<file path="config.mk">
export PLATFORM = sky130hd
export DESIGN_NAME = ftvm_queue
export DESIGN_NICKNAME = d
export VERILOG_FILES = /design/src/ftvm_pkg.sv /design/src/ftvm_queue.sv
export SDC_FILE = /design/constraint.sdc
export NUM_CORES = 1
export LEC_CHECK = 0
export BUFFER_PORTS_ARGS = -buffer_cell sky130_fd_sc_hd__buf_4
export CAP_MARGIN = 20
export CELL_PAD_IN_SITES_DETAIL_PLACEMENT = 1
export CELL_PAD_IN_SITES_GLOBAL_PLACEMENT = 2
export CORE_MARGIN = 2
export CORE_UTILIZATION = 40
export CTS_BUF_LIST = sky130_fd_sc_hd__clkbuf_16
export CTS_CLUSTER_SIZE = 30
export DETAILED_ROUTE_END_ITERATION = 7
export MAX_ROUTING_LAYER = met4
export PLACE_DENSITY_LB_ADDON = 0.1
export RECOVER_POWER = 100
export SLEW_MARGIN = 30
export SYNTH_ARGS = -nofsm -noshare
export SYNTH_HDL_FRONTEND = slang
export SYNTH_SLANG_ARGS = --single-unit
</file>
<file path="constraint.sdc">
create_clock -name clk -period 18.2 [get_ports clk]
set_clock_uncertainty 0.15 [all_clocks]
set_input_delay 0.91 -clock clk [delete_from_list [all_inputs] [get_ports clk]]
set_output_delay 0.91 -clock clk [all_outputs]
set_load 0.02 [all_outputs]
</file>
<file path="src/ftvm_pkg.sv">
// shared types and constants of the fourier tensor-vector multiplier
// no dependencies
`timescale 1ns / 1ps

package ftvm_pkg;

    localparam int AXIS_MAX    = 16;
    localparam int AXIS_W      = $clog2(AXIS_MAX);
    localparam int COMPONENTS  = 6;
    localparam int COMP_W      = 3;
    localparam int POS_W       = 4;
    localparam int CFG_W       = 5;
    localparam int CFG_IDX_W   = 3;
    localparam int VAL_W       = 32;
    localparam int PROD_W      = 2 * VAL_W;
    localparam int ACC_W       = PROD_W + 2;
    localparam int ENTRY_W     = 2 * VAL_W;
    localparam int STORE_DEPTH = AXIS_MAX * AXIS_MAX * AXIS_MAX;
    localparam int ADDR_W      = 3 * AXIS_W;

    typedef enum logic
    {
        OP_LOAD = 1'b0,
        OP_MULT = 1'b1
    } opcode_t;

    localparam logic [CFG_IDX_W-1:0] CFG_QUAD_X   = 3'd0;
    localparam logic [CFG_IDX_W-1:0] CFG_QUAD_Y   = 3'd1;
    localparam logic [CFG_IDX_W-1:0] CFG_QUAD_Z   = 3'd2;
    localparam logic [CFG_IDX_W-1:0] CFG_PADDED_X = 3'd3;
    localparam logic [CFG_IDX_W-1:0] CFG_PADDED_Y = 3'd4;
    localparam logic [CFG_IDX_W-1:0] CFG_PADDED_Z = 3'd5;

    localparam logic [CFG_W-1:0] QUAD_RESET   = 5'd9;
    localparam logic [CFG_W-1:0] PADDED_RESET = 5'd16;

    typedef struct packed
    {
        opcode_t                  opcode;
        logic [COMP_W-1:0]        component;
        logic [POS_W-1:0]         pos_x;
        logic [POS_W-1:0]         pos_y;
        logic [POS_W-1:0]         pos_z;
        logic signed [VAL_W-1:0]  val0_re;
        logic signed [VAL_W-1:0]  val0_im;
        logic signed [VAL_W-1:0]  val1_re;
        logic signed [VAL_W-1:0]  val1_im;
        logic signed [VAL_W-1:0]  val2_re;
        logic signed [VAL_W-1:0]  val2_im;
    } cmd_t;

    typedef struct packed
    {
        logic signed [VAL_W-1:0]  out0_re;
        logic signed [VAL_W-1:0]  out0_im;
        logic signed [VAL_W-1:0]  out1_re;
        logic signed [VAL_W-1:0]  out1_im;
        logic signed [VAL_W-1:0]  out2_re;
        logic signed [VAL_W-1:0]  out2_im;
        logic                     bad_index;
    } result_t;

    // classified request as it waits between front and back
    typedef struct packed
    {
        logic                    is_mult;
        logic                    wr_en;
        logic [COMP_W-1:0]       component;
        logic [AXIS_W-1:0]       ix;
        logic [AXIS_W-1:0]       iy;
        logic [AXIS_W-1:0]       iz;
        logic                    neg_xy;
        logic                    neg_xz;
        logic                    neg_yz;
        logic                    bad;
        logic signed [VAL_W-1:0] v0_re;
        logic signed [VAL_W-1:0] v0_im;
        logic signed [VAL_W-1:0] v1_re;
        logic signed [VAL_W-1:0] v1_im;
        logic signed [VAL_W-1:0] v2_re;
        logic signed [VAL_W-1:0] v2_im;
    } entry_t;

    // tensor component used by result row r and vector column c
    function automatic logic [COMP_W-1:0] tensor_sel(input int r, input int c);
        logic [COMP_W-1:0] sel;
        begin
            sel = '0;
            if (r == 0 && c == 0) sel = 3'd0;
            else if ((r == 0 && c == 1) || (r == 1 && c == 0)) sel = 3'd1;
            else if ((r == 0 && c == 2) || (r == 2 && c == 0)) sel = 3'd2;
            else if (r == 1 && c == 1) sel = 3'd3;
            else if ((r == 1 && c == 2) || (r == 2 && c == 1)) sel = 3'd4;
            else sel = 3'd5;
            return sel;
        end
    endfunction

endpackage

</file>
<file path="src/ftvm_queue.sv">
// two-entry request queue between front and back
// depends on ftvm_pkg
`timescale 1ns / 1ps

module ftvm_queue
    import ftvm_pkg::*;
(
    input  logic   clk,
    input  logic   rst_n,
    input  logic   push,
    input  entry_t push_data,
    input  logic   pop,
    output entry_t head,
    output logic   head_valid,
    output logic   full
);

    entry_t     slot_reg [2];
    logic       wr_ptr_reg, rd_ptr_reg;
    logic [1:0] count_reg;

    always_ff @(posedge clk)
    begin
        if (push)
        begin
            slot_reg[wr_ptr_reg] <= push_data;
        end
    end

    always_ff @(posedge clk or negedge rst_n)
    begin
        if (!rst_n)
        begin
            wr_ptr_reg <= 1'b0;
            rd_ptr_reg <= 1'b0;
            count_reg  <= 2'd0;
        end
        else
        begin
            if (push)
            begin
                wr_ptr_reg <= ~wr_ptr_reg;
            end
            if (pop && head_valid)
            begin
                rd_ptr_reg <= ~rd_ptr_reg;
            end
            count_reg <= count_reg + 2'(push) - 2'(pop && head_valid);
        end
    end

    assign head       = slot_reg[rd_ptr_reg];
    assign head_valid = (count_reg != 2'd0);
    assign full       = (count_reg == 2'd2);

endmodule

</file>
After elaboration in Yosys (flattened, before gate mapping)
Memories as Yosys holds them, arrays and structs flattened.
Index checks and enable logic that the tools add are counted.
Storage, ports and cells
  flip-flop bits (word level): 4
  memory bits (writable): 426
  output and inout bits: 215
  memories: 1
Cells by class
  add/sub/neg operators: 2
  eq/ne operators: 1
  mux-type cells: 2
  bitwise operators: 2
  reduce and logical (&&, ||, !) cells: 2
Memory list
  slot_reg: words 2, width 213, read ports 1, clocked after Yosys merged registers in 0, write ports 1, line ftvm_queue.sv:18  | entry_t slot_reg [2];
Operators with widths (number)
  2-bit by 1-bit adder with 2-bit output: 1
  2-bit equality test, second input constant: 1
  1-bit 2-to-1 mux: 2
  1-bit inverter: 2
  2-bit nonzero test: 1
  2-bit by 1-bit subtractor with 2-bit output: 1
  1-bit logical AND: 1

Logic depth before layout (Yosys ltp)
  depth in word-level cells: 3
  mapped depth: 6
  mapped depth without buffers: 6

Worst setup path after synthesis
No wires, ideal clock.
  path type: input to register
  start point: input port push
  end point: memory slot_reg[0][0] (netlist bit), enable pin
  arrival: 10.089 ns
  slack: 7.146 ns
  cell stages on the path: 1
  cell sequence: nor2b_1
Between the ends
  cells in the longest elaborated chain, start to end: 2
Ends and longest elaborated chain
  start: declaration: line ftvm_queue.sv:10  | input logic push,
  1-bit 2-to-1 mux: line ftvm_queue.sv:24  | if (push)
  1-bit 2-to-1 mux (not written as such): line ftvm_queue.sv:26  | slot_reg[wr_ptr_reg] <= push_data;
  end: declaration: line ftvm_queue.sv:18
No other way between the ends.

Final worst setup path
  start point: input port push
  end point: memory slot_reg[0][66] (netlist bit), enable pin
Same word-level chain as after synthesis.

==> impl_results.md <==
- Yosys warning count: 0
- Worst-path maximum fanout: 77
- Status: complete, but fails checks
- Sequential share of power: 0.413
- Internal Power: 2.29 mW
- Clock Pin Slew Worst Setup and Hold Paths: about 60 ps
- Power per cell area: roughly 170 mW/mm²
- Seq/Total Area, Yosys: 0.794
- H-Tree Level Count: 2
- WL per Instance: 22.5 µm
- Fin crit share: 0.441
- Initial antenna violation count: 9
- GRT overflow: 0
- Post-Syn Instances: 680
- Non-Filler Instances: about 1700
- #FFs+latches synth: 430
- Vias/cell: 4.69
- Global-route track usage on met2: 0.303
- Routed Antenna Nets: 0
- Iter 0 DRT Violations: 303
- Syn-to-layout area delta: 25.7%
- Cell count after placement: 1621
- First-pass iteration count of the detailed router: 4
- Switching power: around 1.1 mW
- Clk pwr share: 0.264
- Residual DRC count: 0
- Top Ports: 432
- Maximum clock path buffer count: 3
- Unique masters post-synth: 14
- Die area: 0.0422 mm²
- Most frequent cells in the layout: edfxtp_1, buf_4, mux2_1, clkbuf_4, clkbuf_1
- Classification of the worst-slack hold path: reg -> reg
- R2r startpoint: wr_ptr_reg
- Period minus WS final: 8030 ps
- Mapped Area: 0.0162 mm²
- Postcts setup bufs: 0
- DIE WIDTH: 205 µm
- Final HPWL DP: 26.6 mm
- Post-Syn Area per Cell: 23.9 µm²
- Worst Tran Pin Value: 4470 ps
- Clock Tree Root: clkbuf_16
- MaxCap Viol Count: 12
- Reg2reg path depth: 3
- Sink Count: 430
- Sw Share: 0.321
- Height of the die: 205 µm
- Met1 usage: 0.201
- Final worst slack: 10170 ps
- Hold Path Origin: wr_ptr_reg
- Layout cell share with drive strength beyond 1: 0.369
- Setup tns final: 0 ps
- Pwr Total: ~3.4 mW
- Post-place setup slack: 13980 ps
- Slew headroom: -1.98
- Detailed Route WL: between 30 and 40 mm
- CORE AREA: 0.0399 mm²
- Vias: around 8000
- Final setup viols: 0
- Peak VDD IR: 0.0919 mV
- Hold Path Depth: 1
- Slew Limit Fails: 640
- PortBufs: 431
- Global-route wire length before repair: 54.3 mm
- Post-cts resize count: 0
- Number of global-route vias before repair: 8801
- Startpoint Class: primary input
- CP Class: in -> reg
- Insertion delay to the later sink of the worst-skew pair: approximately 550 ps
- Core Rows: 73
- WP data required: 18100 ps
- Total GRT Usage: 0.182
- Max reg flops: 426
- Most Crowded Layer GR: met2
- CTS tree: yes
- Final GP Congestion: 0.777
- Setup crit end kind: flip-flop
- Hold Vio Cnt, Final: 0
- Cell leakage power: 7.36 nW
- FF-to-FF setup slack: between 10000 and 15000 ps
- Largest net degree at the start of global routing: 78
- RSZ-0062 raised after global routing: false
- Comb power frac: 0.323
- Mapped Nets: 899
- Failing checks: capacitance limit, slew limit
- Total CTS buffers: 46
- Worst R2R End: slot_reg[0][66]
- Arrival @ worst endpoint: 7940 ps
- WHS Endpoint: wr_ptr_reg
- Commonest non-fill, non-tap cell in the layout: edfxtp_1
- GR Util met3: 0.0684
- Final net count: roughly 1400
- Initial Util: 0.407
- Max Freq: 0.124 GHz
[how the worst max path moves through the flow]
stage,from,to,slack (ps)
floorplan,push,slot_reg[0][0],7150
global placement,rd_ptr_reg,head[66],13690
detailed placement,rd_ptr_reg,head[129],13980
CTS,rd_ptr_reg,head[129],13350
global route,push,slot_reg[0][68],9320
finish,push,slot_reg[0][66],10170
[cells by family (layout without fill, tap and decap cells)]
group	after synthesis	in the layout	synth area share
buf+inv	26	525	0.0152
mux	213	213	0.185
fa+ha+maj	2	2	0.00154
simple gates	4	4	0.00154
compound gates	1	1	0.000463
xor+xnor	4	4	0.00216
flops	430	430	0.794
other cells	0	11	0
[synthesized netlist by cell type]
library cell / count / share of area
mux2_4: 160 / 0.15
or2_2: 1 / 0.00039
dfrtp_1: 4 / 0.0062
buf_6: 19 / 0.013
xnor2_1: 2 / 0.0011
ha_1: 2 / 0.0015
o21a_1: 1 / 0.00046
nor2b_1: 2 / 0.00077
and2_1: 1 / 0.00039
buf_2: 5 / 0.0015
inv_1: 2 / 0.00046
mux2_2: 53 / 0.037
xor2_1: 2 / 0.0011
edfxtp_1: 426 / 0.79
[through the flow]
step	hold slack (ps)	area (µm²)	util
after floorplan	305	16200	-
after global placement	380	20000	0.500
after detailed placement	396	20000	0.501
after CTS	338	21400	0.537
after global routing	368	20400	0.511
final	337	20400	0.511
[worst max-delay path, stage by stage]
cell	delay, ps
clkbuf_1	170
nor2b_1	1440
clkbuf_1	2040
clkbuf_1	3250
[metal layers]
metal / wire length (µm) / up-vias
met1: 14700 / 4041
met4: 805 / 0
li1: - / 3665
met3: 3540 / 49
met2: 19600 / 290
met5: 0 / -
[power by group through the flow]
stage / Clock, mW / Sequential, mW / Combinational, mW
2_1_floorplan: 0 / 1.43 / 0.854
6_report: 0.888 / 1.39 / 1.09
3_3_place_gp: 0 / 1.41 / 1.29
4_1_cts: 0.916 / 1.40 / 1.29
3_5_place_dp: 0 / 1.42 / 1.29
5_1_grt: 0.953 / 1.41 / 1.16
[final cells by class]
type	count	area, µm²
Fill cell	3774	19500
Sequential cell	430	12900
Timing Repair Buffer	442	2870
Multi-Input combinational cell	224	2510
Clock buffer	49	1230
Tap cell	525	657
Clock inverter	32	213
Antenna cell	11	27.5
Inverter	2	7.51
[timing repair]
action                     in CTS  in global routing
hold buffers                    1                  0
setup endpoints to repair       0                  0
hold endpoints to repair        4                  0
Note: power is estimated with default switching activity, not from simulation.
