`src/ftvm_pkg.sv`:
```
// shared types and constants of the fourier tensor-vector multiplier
// no dependencies
`timescale 1ns / 1ps

package ftvm_pkg;

    localparam int AXIS_MAX    = 16;
    localparam int AXIS_W      = $clog2(AXIS_MAX);
    localparam int COMPONENTS  = 6;
    localparam int COMP_W      = 3;
    localparam int POS_W       = 4;
    localparam int CFG_W       = 5;
    localparam int CFG_IDX_W   = 3;
    localparam int VAL_W       = 32;
    localparam int PROD_W      = 2 * VAL_W;
    localparam int ACC_W       = PROD_W + 2;
    localparam int ENTRY_W     = 2 * VAL_W;
    localparam int STORE_DEPTH = AXIS_MAX * AXIS_MAX * AXIS_MAX;
    localparam int ADDR_W      = 3 * AXIS_W;

    typedef enum logic
    {
        OP_LOAD = 1'b0,
        OP_MULT = 1'b1
    } opcode_t;

    localparam logic [CFG_IDX_W-1:0] CFG_QUAD_X   = 3'd0;
    localparam logic [CFG_IDX_W-1:0] CFG_QUAD_Y   = 3'd1;
    localparam logic [CFG_IDX_W-1:0] CFG_QUAD_Z   = 3'd2;
    localparam logic [CFG_IDX_W-1:0] CFG_PADDED_X = 3'd3;
    localparam logic [CFG_IDX_W-1:0] CFG_PADDED_Y = 3'd4;
    localparam logic [CFG_IDX_W-1:0] CFG_PADDED_Z = 3'd5;

    localparam logic [CFG_W-1:0] QUAD_RESET   = 5'd9;
    localparam logic [CFG_W-1:0] PADDED_RESET = 5'd16;

    typedef struct packed
    {
        opcode_t                  opcode;
        logic [COMP_W-1:0]        component;
        logic [POS_W-1:0]         pos_x;
        logic [POS_W-1:0]         pos_y;
        logic [POS_W-1:0]         pos_z;
        logic signed [VAL_W-1:0]  val0_re;
        logic signed [VAL_W-1:0]  val0_im;
        logic signed [VAL_W-1:0]  val1_re;
        logic signed [VAL_W-1:0]  val1_im;
        logic signed [VAL_W-1:0]  val2_re;
        logic signed [VAL_W-1:0]  val2_im;
    } cmd_t;

    typedef struct packed
    {
        logic signed [VAL_W-1:0]  out0_re;
        logic signed [VAL_W-1:0]  out0_im;
        logic signed [VAL_W-1:0]  out1_re;
        logic signed [VAL_W-1:0]  out1_im;
        logic signed [VAL_W-1:0]  out2_re;
        logic signed [VAL_W-1:0]  out2_im;
        logic                     bad_index;
    } result_t;

    // classified request as it waits between front and back
    typedef struct packed
    {
        logic                    is_mult;
        logic                    wr_en;
        logic [COMP_W-1:0]       component;
        logic [AXIS_W-1:0]       ix;
        logic [AXIS_W-1:0]       iy;
        logic [AXIS_W-1:0]       iz;
        logic                    neg_xy;
        logic                    neg_xz;
        logic                    neg_yz;
        logic                    bad;
        logic signed [VAL_W-1:0] v0_re;
        logic signed [VAL_W-1:0] v0_im;
        logic signed [VAL_W-1:0] v1_re;
        logic signed [VAL_W-1:0] v1_im;
        logic signed [VAL_W-1:0] v2_re;
        logic signed [VAL_W-1:0] v2_im;
    } entry_t;

    // tensor component used by result row r and vector column c
    function automatic logic [COMP_W-1:0] tensor_sel(input int r, input int c);
        logic [COMP_W-1:0] sel;
        begin
            sel = '0;
            if (r == 0 && c == 0) sel = 3'd0;
            else if ((r == 0 && c == 1) || (r == 1 && c == 0)) sel = 3'd1;
            else if ((r == 0 && c == 2) || (r == 2 && c == 0)) sel = 3'd2;
            else if (r == 1 && c == 1) sel = 3'd3;
            else if ((r == 1 && c == 2) || (r == 2 && c == 1)) sel = 3'd4;
            else sel = 3'd5;
            return sel;
        end
    endfunction

endpackage

```
`src/ftvm_front.sv`:
```
// front end: configuration registers, index folding and request classification
// depends on ftvm_pkg
`timescale 1ns / 1ps

module ftvm_front
    import ftvm_pkg::*;
(
    input  logic                 clk,
    input  logic                 rst_n,
    input  logic                 cfg_we,
    input  logic [CFG_IDX_W-1:0] cfg_index,
    input  logic [CFG_W-1:0]     cfg_data,
    input  cmd_t                 cmd,
    output entry_t               entry
);

    logic [CFG_W-1:0] quad_x_reg, quad_y_reg, quad_z_reg;
    logic [CFG_W-1:0] pad_x_reg, pad_y_reg, pad_z_reg;

    logic [CFG_W-1:0] fx, fy, fz;
    logic             nx, ny, nz, bx, by, bz;

    always_ff @(posedge clk or negedge rst_n)
    begin
        if (!rst_n)
        begin
            quad_x_reg <= QUAD_RESET;
            quad_y_reg <= QUAD_RESET;
            quad_z_reg <= QUAD_RESET;
            pad_x_reg  <= PADDED_RESET;
            pad_y_reg  <= PADDED_RESET;
            pad_z_reg  <= PADDED_RESET;
        end
        else if (cfg_we)
        begin
            unique case (cfg_index)
                CFG_QUAD_X:   quad_x_reg <= cfg_data;
                CFG_QUAD_Y:   quad_y_reg <= cfg_data;
                CFG_QUAD_Z:   quad_z_reg <= cfg_data;
                CFG_PADDED_X: pad_x_reg  <= cfg_data;
                CFG_PADDED_Y: pad_y_reg  <= cfg_data;
                CFG_PADDED_Z: pad_z_reg  <= cfg_data;
                default:      ;
            endcase
        end
    end

    // fold a padded index into the quadrant; upper half mirrors with sign -1
    function automatic void fold(input logic [POS_W-1:0] pos, input logic [CFG_W-1:0] q,
                                 input logic [CFG_W-1:0] pad, output logic [CFG_W-1:0] idx,
                                 output logic neg, output logic bad);
        logic [CFG_W-1:0] p;
        begin
            p   = CFG_W'(pos);
            neg = (p >= q);
            idx = neg ? (pad - p) : p;
            bad = (p >= pad) || (int'(idx) >= AXIS_MAX);
        end
    endfunction

    always_comb
    begin
        fold(cmd.pos_x, quad_x_reg, pad_x_reg, fx, nx, bx);
        fold(cmd.pos_y, quad_y_reg, pad_y_reg, fy, ny, by);
        fold(cmd.pos_z, quad_z_reg, pad_z_reg, fz, nz, bz);

        entry.is_mult   = (cmd.opcode == OP_MULT);
        entry.wr_en     = (cmd.opcode == OP_LOAD) && (int'(cmd.component) < COMPONENTS)
                          && (int'(cmd.pos_x) < AXIS_MAX) && (int'(cmd.pos_y) < AXIS_MAX)
                          && (int'(cmd.pos_z) < AXIS_MAX);
        entry.component = cmd.component;
        entry.neg_xy    = nx ^ ny;
        entry.neg_xz    = nx ^ nz;
        entry.neg_yz    = ny ^ nz;
        entry.bad       = bx || by || bz;
        if (cmd.opcode == OP_MULT)
        begin
            entry.ix = AXIS_W'(fx);
            entry.iy = AXIS_W'(fy);
            entry.iz = AXIS_W'(fz);
        end
        else
        begin
            entry.ix = AXIS_W'(cmd.pos_x);
            entry.iy = AXIS_W'(cmd.pos_y);
            entry.iz = AXIS_W'(cmd.pos_z);
        end
        entry.v0_re = cmd.val0_re;
        entry.v0_im = cmd.val0_im;
        entry.v1_re = cmd.val1_re;
        entry.v1_im = cmd.val1_im;
        entry.v2_re = cmd.val2_re;
        entry.v2_im = cmd.val2_im;
    end

endmodule

```
`config.mk`:
```
export PLATFORM = sky130hd
export DESIGN_NAME = ftvm_front
export DESIGN_NICKNAME = d
export VERILOG_FILES = /design/src/ftvm_pkg.sv /design/src/ftvm_front.sv
export SDC_FILE = /design/constraint.sdc
export NUM_CORES = 1
export LEC_CHECK = 0
export BUFFER_PORTS_ARGS = -buffer_cell sky130_fd_sc_hd__buf_2
export CAP_MARGIN = 5
export CORE_AREA = 4 4 165 167
export CTS_CLUSTER_DIAMETER = 30
export DETAILED_ROUTE_END_ITERATION = 10
export DIE_AREA = 0 0 169 171
export PLACE_DENSITY = 0.44
export SYNTH_ARGS = -nofsm -noshare
export SYNTH_HDL_FRONTEND = slang
export SYNTH_SLANG_ARGS = --single-unit
export TNS_END_PERCENT = 30
```
`constraint.sdc`:
```
create_clock -name clk -period 5.69 [get_ports clk]
set_clock_uncertainty 0.2 [all_clocks]
set_input_delay 1.138 -clock clk [delete_from_list [all_inputs] [get_ports clk]]
set_output_delay 1.138 -clock clk [all_outputs]
set_load 0.02 [all_outputs]
```
* Word level (Yosys, flattened, before mapping)
Index checks and enable logic that the tools add are counted.
** Storage, ports and cells
- Bits in registers :: 30
- Bits of input ports :: 219
- Output and inout port bits :: 213
- Word-level logic and storage cells :: 45
** Operators by class
- Add/subtract/negate cells :: 3
- $lt $le $gt $ge :: 10
- Equality and inequality tests :: 5
- Mux-type cells :: 4
- Bitwise gates (word level) :: 4
- Reductions and logical operators :: 13
** Operators by type and width (number)
- $ge A4 B5 Y1 :: 6
- $ge A5 B5 Y1 const B :: 3
- $mux W5 :: 3
- $sub A5 B4 Y5 :: 3
- $mux W12 :: 1
- $reduce_and A2 Y1 :: 6
- $eq A3 B2 Y1 const B :: 2
- $eq A3 B3 Y1 const B :: 2
- $logic_or A1 B1 Y1 :: 5
- $eq A3 B1 Y1 const B :: 1
- $logic_not A3 Y1 :: 1
- $lt A3 B3 Y1 const B :: 1
- $xor A1 B1 Y1 :: 3
- $logic_and A1 B1 Y1 :: 1
- $not A1 Y1 :: 1

* Longest topological paths before layout
Gate-level depths: netlist of the first run.
- Depth in word-level cells :: 6
- Depth in mapped cells :: 9
- Depth with buffers taken out :: 9

* Least setup slack after synthesis of the first run
Ideal clock, no wire load.
- Path type :: input-to-output
- Start point :: input cmd[192] in the netlist's numbering
- End point :: output entry[196] in the netlist's numbering
- Arrival time :: 2.773 ns
- Data required time :: 4.352 ns
- Path slack :: 1.579 ns
- Stages :: 9
- Buffers on the path :: 1
- Cell sequence :: inv_1 ha_1 nand2b_1 a21o_1 a211oi_1 or3_4 or2_1 buf_6 mux2i_1
** RTL lines
- start: declaration :: line ftvm_front.sv:13 : input cmd_t cmd,
- end: declaration :: line ftvm_front.sv:14 : output entry_t entry

==> results.sh, run 1 <==
export IMPL_outcome="finished clean"
export IMPL_start_util=0.141
export IMPL_fill_cells=2938
export IMPL_yosysUniqueCellTypes=40
export IMPL_cp_depth=10
export IMPL_grt_pass1_wl_um=16000
export IMPL_rrSetupSlack_ps=4650
export IMPL_htreeDepth=2
export IMPL_r2r_start="pad_x_reg[1]$_DFFE_PN0P_"
export IMPL_postCtsSetupBuffers=0
export IMPL_vias=2014
export IMPL_synth_edf_count=0
export IMPL_drtIter0Drc=62
export IMPL_grt_max_degree=31
export IMPL_ys_top_cells_by_area="buf_4, dfrtp_1, ha_1, dfstp_2, mux2_1"
export IMPL_ioPinCount=432
export IMPL_setup_viol=0
export IMPL_first_pass_iters=4
export IMPL_synth_avg_cell_area_sq_um=8.70
export IMPL_rr_worst_depth=1
export IMPL_clk_latency_ps=280
export IMPL_post_dp_hpwl_um=10400
export IMPL_crit_path_start_kind="primary input"
export IMPL_setup_tns_ps=0
export IMPL_crit_chain="buf_2 > inv_1 > ha_1 > nor2_1 > a21oi_1 > o31ai_2 > inv_2 > nand2_1 > mux2_1 > buf_2"
export IMPL_die_w_um=169
export IMPL_cp_buffers_inverters=4
export IMPL_crit_top_cell="buf_2"
export IMPL_grt_pass1_vias=2127
export IMPL_finalCritPeriodShare=0.783
export IMPL_syn_area_sq_mm=0.00364
export IMPL_rsz0062_at_grt="false"
export IMPL_io_buffers=45
export IMPL_critPathMaxStageDelay_ps=510
export IMPL_fmax_ghz=0.224
export IMPL_finalCriticalPeriod_ps=4460
export IMPL_critPathTopFamily="compound AO/OA/AOI/OAI gates"
export IMPL_tightest_slew_ps=983
export IMPL_cts_tree="done"
export IMPL_wl_um=12000
export IMPL_die_h_um=171
export IMPL_crit_type="in2out"
export IMPL_post_cts_resized=0
export IMPL_seq_area_frac_synth=0.209
export IMPL_min_path_type="reg2reg"
export IMPL_antenna_found_initial=2
export IMPL_grt_usage=0.0780
export IMPL_synthFlopType="dfrtp_1"
export IMPL_wl_per_cell_um=19.8
export IMPL_ys_async_sr_fraction=1.00
export IMPL_cp_slowest_cell="o31ai_2"
export IMPL_cts_buffer_depth=2
export IMPL_maxCapViolCount=0
export IMPL_synth_commonest_cells="buf_4, inv_1, ha_1"
export IMPL_slew_viol_final=0
export IMPL_powerDensity_mw_per_mm2=321
export IMPL_required_ps=4350
export IMPL_row_count=59
export IMPL_rr_endpoint="pad_x_reg[1]$_DFFE_PN0P_"
export IMPL_power_leakage_nw=1.31
export IMPL_synthCells=418
export IMPL_drive_above_1_share=0.267
export IMPL_synth_seq_cells=30
export IMPL_dieArea_sq_mm=0.0289
export IMPL_diodes=0
export IMPL_grt_overflow=0
export IMPL_worstSetupEndpoint="entry[205]"
export IMPL_synth_yosys_warnings=0
export IMPL_relSlewSlack=0.340
export IMPL_synth_top_cell_area_share=0.405
export IMPL_ir_drop_uv=108
export IMPL_finalHoldViolations=0
export IMPL_clkTransAtPathRegs_ps=50
export IMPL_layout_nets=518
export IMPL_area_growth_pct=-19.0
export IMPL_cts_hold_buf=0
export IMPL_syn_num_nets=664
export IMPL_ant_nets=0
export IMPL_yosysMostFrequentCell="buf_4"
export IMPL_routabilityCongestion=0.725
export IMPL_setup_worst_path_start="cmd[200]"
export IMPL_yosysTopAreaCell="buf_4"
export IMPL_cp_end_kind="output port"
export IMPL_cts_sinks=30
export IMPL_drt_vias_per_instance=3.31
export IMPL_cts_root_buf="clkbuf_16"
export IMPL_path_max_fanout=6
export IMPL_core_area_sq_mm=0.0258
export IMPL_drc=0
export IMPL_placed_area_sq_mm=0.00280
export IMPL_stdcell_area_sq_mm=0.00295
export IMPL_arrival_ps=3120
export IMPL_cts_buffers=5
export IMPL_finalPower_mw=0.946
==> area by class of cell <==
type | count | area, sq um | area share
clock buffer | 6 | 139 | 0.0471
inverter | 31 | 116 | 0.0395
sequential | 30 | 762 | 0.259
clock inverter | 2 | 12.5 | 0.00425
multi-input combinational | 159 | 1270 | 0.432
timing repair buffer | 45 | 225 | 0.0764
tap | 335 | 419 | 0.142
==> per-stage QoR <==
step / worst slack (ps) / hold slack [ps] / std cells / util
after floorplan: 1580 / 259 / 418 / -
after global placement: 1110 / 275 / 600 / 0.108
after detailed placement: 1130 / 281 / 600 / 0.108
after CTS: 1130 / 295 / 608 / 0.114
after global routing: 1060 / 309 / 608 / 0.114
final: 1230 / 288 / 608 / 0.114
==> report_power, final <==
group / leakage [nW] / switching (mW) / internal (mW)
clock network: 0.0729 / 0.101 / 0.173
logic: 0.890 / 0.222 / 0.156
registers: 0.348 / 0.0250 / 0.270
==> placed cells by master, fill, tap and decap left out, types with 2 or more instances in the layout <==
cell	instances
nor2b_1	4
mux2_1	16
nor3_1	2
fa_1	3
nand2_1	15
buf_2	45
a211oi_1	3
clkbuf_16	5
dfstp_2	9
o22ai_1	2
mux2_2	4
xnor2_1	5
o31ai_2	2
mux2i_1	6
xor2_1	4
inv_2	2
o21ai_1	14
nand2b_1	6
ha_1	24
o21ai_0	9
a21oi_1	7
a41oi_1	2
a21o_1	4
nor2_1	14
inv_1	29
dfrtp_1	21
==> logic make-up after synthesis <==
kind of cell             share of synthesized area
buffers and inverters                        0.441
AND/OR/NAND/NOR                             0.0716
AO/OA/AOI/OAI                               0.0750
flip-flops                                   0.209
multiplexers                                0.0826
adder cells (fa/ha/maj)                     0.0991
XOR/XNOR                                    0.0217
==> how the worst min path moves through the flow <==
stage | startpoint | end | slack, ps | cells after the start
final | quad_y_reg[4]$_DFFE_PN0P_ | quad_y_reg[4]$_DFFE_PN0P_ | 290 | 1
after global routing | quad_z_reg[3]$_DFFE_PN1P_ | quad_z_reg[3]$_DFFE_PN1P_ | 310 | 2
after CTS | quad_y_reg[4]$_DFFE_PN0P_ | quad_y_reg[4]$_DFFE_PN0P_ | 300 | 1
after detailed placement | quad_y_reg[4]$_DFFE_PN0P_ | quad_y_reg[4]$_DFFE_PN0P_ | 280 | 1
after global placement | quad_y_reg[4]$_DFFE_PN0P_ | quad_y_reg[4]$_DFFE_PN0P_ | 280 | 1
after floorplan | quad_y_reg[4]$_DFFE_PN0P_ | quad_y_reg[4]$_DFFE_PN0P_ | 260 | 1
==> layer usage <==
layer | vias to the layer above | track usage | wire length, um
li1 | 863 | - | -
met1 | 898 | 0.0614 | 3390
met2 | 170 | 0.121 | 5230
met3 | 79 | 0.0783 | 2640
met4 | 4 | 0.0490 | 751
met5 | - | 0 | 27
No activity file was read; power rests on OpenSTA's default activity.
==> run 2, diff against run 1 <==
Settings changed: PLACE_DENSITY 0.44 to 0.45.
Clock period 5.69 ns to 3.7 ns, I/O delays scaled along.
==> run 2 against run 1 <==
Highest routed layer unchanged. Die area did not move. Critical endpoint is now entry[192]. Largest cell class unchanged. Utilization is 0.16 points higher. Routed wire length shrank 3.7%. First-iteration DRC count rose by 4.8%. Worst hold slack is essentially flat. Clock-buffer cell count grew 1. Non-clock buffer count increased by 5. Final cell count increased by 0.82%. Via count increased by 0.60%.
==> results.sh, run 2 (same netlist as run 1, synthesis figures left out) <==
export IMPL_finalHoldViolations=0
export IMPL_sw_frac_of_total=0.354
export IMPL_drtIter0Drc=65
export IMPL_maxCapViolCount=0
export IMPL_die_w_um=169
export IMPL_cts_buffer_depth=2
export IMPL_hold_end="quad_y_reg[3]$_DFFE_PN1P_"
export IMPL_diodes=0
export IMPL_vias=2026
export IMPL_layout_common_cells="buf_2, inv_1, ha_1"
export IMPL_path_max_fanout=3
export IMPL_grt_overflow=0
export IMPL_cts_buffers=5
export IMPL_power_leakage_nw=1.34
export IMPL_postCtsSetupBuffers=0
export IMPL_ioPinCount=432
export IMPL_min_path_type="reg2reg"
export IMPL_area_growth_pct=-17.9
export IMPL_grt_pass1_vias=2180
export IMPL_setup_tns_ps=0
export IMPL_dieArea_sq_mm=0.0289
export IMPL_tightest_slew_ps=825
export IMPL_clk_latency_ps=270
export IMPL_cts_sinks=30
export IMPL_grt_max_degree=31
export IMPL_relSlewSlack=0.446
export IMPL_wl_um=11600
export IMPL_ant_nets=0
export IMPL_power_frac_clock=0.277
export IMPL_drt_vias_per_instance=3.31
export IMPL_rrSetupSlack_ps=2670
export IMPL_required_ps=2760
export IMPL_seqPwrFrac=0.312
export IMPL_slew_viol_final=0
export IMPL_drive_above_1_share=0.284
export IMPL_powerDensity_mw_per_mm2=486
export IMPL_cts_tree="done"
export IMPL_rr_endpoint="pad_x_reg[1]$_DFFE_PN0P_"
export IMPL_ir_drop_uv=291
export IMPL_fmax_ghz=0.282
export IMPL_crit_path_start_kind="primary input"
export IMPL_fin_ws_ps=159
export IMPL_r2r_start="pad_x_reg[1]$_DFFE_PN0P_"
export IMPL_crit_type="in2out"
export IMPL_finalCritPeriodShare=0.957
export IMPL_holdCritStartpoint="quad_y_reg[3]$_DFFE_PN1P_"
export IMPL_wl_per_cell_um=18.9
export IMPL_cp_end_kind="output port"
export IMPL_routabilityCongestion=0.711
export IMPL_fill_cells=2952
export IMPL_io_buffers=45
export IMPL_post_dp_hpwl_um=10100
export IMPL_final_common_cell="buf_2"
export IMPL_layout_nets=523
export IMPL_final_core_util=0.116
export IMPL_start_util=0.141
export IMPL_arrival_ps=2600
export IMPL_die_h_um=171
export IMPL_finalPower_mw=1.45
export IMPL_htreeDepth=2
export IMPL_outcome="finished clean"
export IMPL_clkTransAtPathRegs_ps=50
export IMPL_row_count=59
export IMPL_finalCriticalPeriod_ps=3540
export IMPL_setup_viol=0
export IMPL_rsz0062_at_grt="false"
export IMPL_p_switching_mw=0.515
export IMPL_core_area_sq_mm=0.0258
export IMPL_rr_worst_depth=1
export IMPL_post_cts_resized=0
export IMPL_grt_pass1_wl_um=16000
export IMPL_grt_usage=0.0756
export IMPL_place_ws_ps=109
export IMPL_intPower_mw=0.937
export IMPL_drc=0
export IMPL_first_pass_iters=4
export IMPL_cts_hold_buf=0
export IMPL_cts_root_buf="clkbuf_16"
export IMPL_power_frac_comb=0.411
export IMPL_antenna_found_initial=2
export IMPL_hold_path_cell_count=2
run 2: stage by stage:
stage / cell area, sq um / cells / hold WS (ps)
3_3_place_gp: 2830 / 605 / 279
6_report: 2990 / 613 / 288
3_5_place_dp: 2830 / 605 / 284
4_1_cts: 2980 / 613 / 295
5_1_grt: 2990 / 613 / 318
2_1_floorplan: 3640 / 418 / 244
run 2: layer usage:
metal / up-vias / share of wire / global-route usage
met2: 190 / 0.44 / 0.118
met5: - / 0.0027 / 0
met1: 883 / 0.29 / 0.0635
met3: 74 / 0.19 / 0.0647
met4: 4 / 0.072 / 0.0525
li1: 875 / - / -
run 2: power groups by stage:
| stage | clock (mW) | sequential, mW | combinational [mW] |
|---|---|---|---|
| final | 0.403 | 0.453 | 0.596 |
| after global routing | 0.433 | 0.463 | 0.682 |
| after CTS | 0.418 | 0.455 | 0.612 |
| after detailed placement | 0 | 0.460 | 0.607 |
| after global placement | 0 | 0.457 | 0.605 |
| after floorplan | 0 | 0.446 | 0.718 |
run 2: how the worst max path moves through the flow:
stage              from          to  depth (start not counted)  slack, ps
2_1_floorplan  cmd[192]  entry[196]                          9        390
3_3_place_gp   cmd[192]  entry[198]                         11         90
3_5_place_dp   cmd[200]  entry[192]                         10        110
4_1_cts        cmd[200]  entry[192]                         10         70
5_1_grt        cmd[200]  entry[192]                         10          6
6_report       cmd[200]  entry[192]                         10        160
run 2: critical path, cell delays in order:
cell and delay, ps:
buf_2 100, ha_1 150, inv_1 50, fa_1 390, a21o_1 190, a21oi_2 170
xnor2_1 130, o21ai_0 100, or3_1 400, buf_2 170
run 2: area by class of cell:
class	instances	area, sq um	share of cell area
sequential	30	762	0.255
tap	335	419	0.140
clock inverter	1	5.00	0.00168
clock buffer	7	143	0.0478
timing repair buffer	50	263	0.0880
inverter	31	116	0.0390
multi-input combinational	159	1280	0.428
==> run 3, diff against run 2 <==
Settings changed: BUFFER_PORTS_ARGS -buffer_cell sky130_fd_sc_hd__buf_2 to default, CORE_AREA 4 4 165 167 to 4 4 166 168, DIE_AREA 0 0 169 171 to 0 0 170 172, DONT_BUFFER_PORTS from default to 1, PLACE_DENSITY 0.45 to 0.3.
==> run 3 against run 2 <==
Die area rose by 1.2%. Critical path depth fell by 2. Non-clock buffer count fell by 39. Maximum frequency rose by 3.7%. Combinational power fell by 6.4%. Clock power barely moved. Worst setup slack improved by 130 ps. Largest power group unchanged.
==> results.sh, run 3 (same netlist as run 1, synthesis figures left out) <==
export IMPL_cts_buffers=5
export IMPL_finalCritPeriodShare=0.923
export IMPL_slew_viol_final=0
export IMPL_grt_pass1_vias=2076
export IMPL_crit_chain="inv_1 > ha_1 > nor2_1 > a21oi_1 > o31ai_2 > inv_2 > nand2_1 > mux2_1"
export IMPL_htreeDepth=2
export IMPL_io_buffers=0
export IMPL_rr_worst_depth=1
export IMPL_drive_above_1_share=0.159
export IMPL_min_path_type="in2async"
export IMPL_drc=0
export IMPL_fmax_ghz=0.293
export IMPL_cts_tree="done"
export IMPL_maxCapViolCount=0
export IMPL_finalHoldViolations=0
export IMPL_first_pass_iters=6
export IMPL_vias=1923
export IMPL_row_count=59
export IMPL_ioPinCount=432
export IMPL_setup_tns_ps=0
export IMPL_path_max_fanout=6
export IMPL_crit_path_start_kind="primary input"
export IMPL_cp_slowest_cell="o31ai_2"
export IMPL_layout_nets=484
export IMPL_relSlewSlack=0.358
export IMPL_area_growth_pct=-22.7
export IMPL_die_w_um=170
export IMPL_layout_common_cells="inv_1, ha_1, dfrtp_1"
export IMPL_tightest_slew_ps=956
export IMPL_grt_overflow=0
export IMPL_routabilityCongestion=0.776
export IMPL_clkTransAtPathRegs_ps=50
export IMPL_clk_latency_ps=270
export IMPL_core_area_sq_mm=0.0259
export IMPL_wl_per_cell_um=24.4
export IMPL_diodes=0
export IMPL_cp_buffers_inverters=2
export IMPL_outcome="finished clean"
export IMPL_setup_viol=0
export IMPL_drtIter0Drc=48
export IMPL_required_ps=2760
export IMPL_grt_pass1_wl_um=18000
export IMPL_crit_type="in2out"
export IMPL_fill_cells=2953
export IMPL_critPathTopFamily="compound AO/OA/AOI/OAI gates"
export IMPL_arrival_ps=2470
export IMPL_start_util=0.140
export IMPL_rsz0062_at_grt="false"
export IMPL_power_leakage_nw=1.19
export IMPL_powerDensity_mw_per_mm2=504
export IMPL_die_h_um=172
export IMPL_wl_um=14000
export IMPL_final_core_util=0.109
export IMPL_dieArea_sq_mm=0.0292
export IMPL_post_cts_resized=0
export IMPL_ant_nets=0
export IMPL_cts_sinks=30
export IMPL_post_dp_hpwl_um=12300
export IMPL_ir_drop_uv=199
export IMPL_cts_buffer_depth=2
export IMPL_finalCriticalPeriod_ps=3410
export IMPL_final_common_cell="inv_1"
export IMPL_cts_root_buf="clkbuf_16"
export IMPL_drt_vias_per_instance=3.35
export IMPL_cp_end_kind="output port"
export IMPL_grt_usage=0.0895
export IMPL_antenna_found_initial=0
export IMPL_grt_max_degree=22
export IMPL_cp_depth=8
export IMPL_critPathMaxStageDelay_ps=500
[run 3: changes by cell type in the layout (fill, tap and decap cells not counted), sizes merged]
cell,previous run,this run
buf,50,11
[run 3: timing repair]
item,CTS,global route
hold buffers,1,0
endpoints found under the hold margin,21,0
buffers inserted,0,0
[run 3: final timing paths]
| kind | start | endpoint | slack [ps] |
|---|---|---|---|
| min in group clk | quad_y_reg[3]$_DFFE_PN1P_ | quad_y_reg[3]$_DFFE_PN1P_ | 290 |
| max reg2reg | pad_x_reg[1]$_DFFE_PN0P_ | pad_x_reg[1]$_DFFE_PN0P_ | 2660 |
| min reg2reg | quad_y_reg[3]$_DFFE_PN1P_ | quad_y_reg[3]$_DFFE_PN1P_ | 290 |
| max | cmd[200] | entry[205] | 290 |
| max in group asynchronous | rst_n | pad_z_reg[0]$_DFFE_PN0P_ | 3060 |
| min | rst_n | quad_y_reg[1]$_DFFE_PN0P_ | 80 |
[run 3: report_power, final]
group | internal (mW) | total, mW | switching, mW | leakage, nW
combinational | 0.236 | 0.558 | 0.321 | 0.769
clock | 0.266 | 0.402 | 0.136 | 0.0739
sequential | 0.415 | 0.459 | 0.0435 | 0.348
[run 3: layout make-up]
cell class,instances,area (sq um),share of cell area
clock buffers,7,143,0.0507
multi-input cells,159,1270,0.452
clock inverters,1,5.00,0.00178
inverters,31,116,0.0414
repair buffers,11,95.1,0.0338
flip-flops and latches,30,762,0.271
well taps,335,419,0.149
[run 3: per-layer routing]
layer  routed length (um)  vias up  global-route usage
met5                   97        -              0.0217
met4                  363        2              0.0278
met3                 2720       38              0.0766
met2                 7130      207               0.160
met1                 3720      879              0.0708
li1                     -      797                   -
[run 3: metrics by stage]
| step | setup WS, ps | cell area, sq um | instances | total power, mW | hold slack, ps |
|---|---|---|---|---|---|
| floorplan | 385 | 3640 | 418 | 1.16 | 244 |
| global placement | 272 | 2650 | 565 | 1.02 | 246 |
| detailed placement | 276 | 2650 | 565 | 1.03 | 246 |
| CTS | 263 | 2810 | 574 | 1.45 | 87.8 |
| global route | 147 | 2810 | 574 | 1.53 | 83.7 |
| finish | 286 | 2810 | 574 | 1.42 | 81.4 |
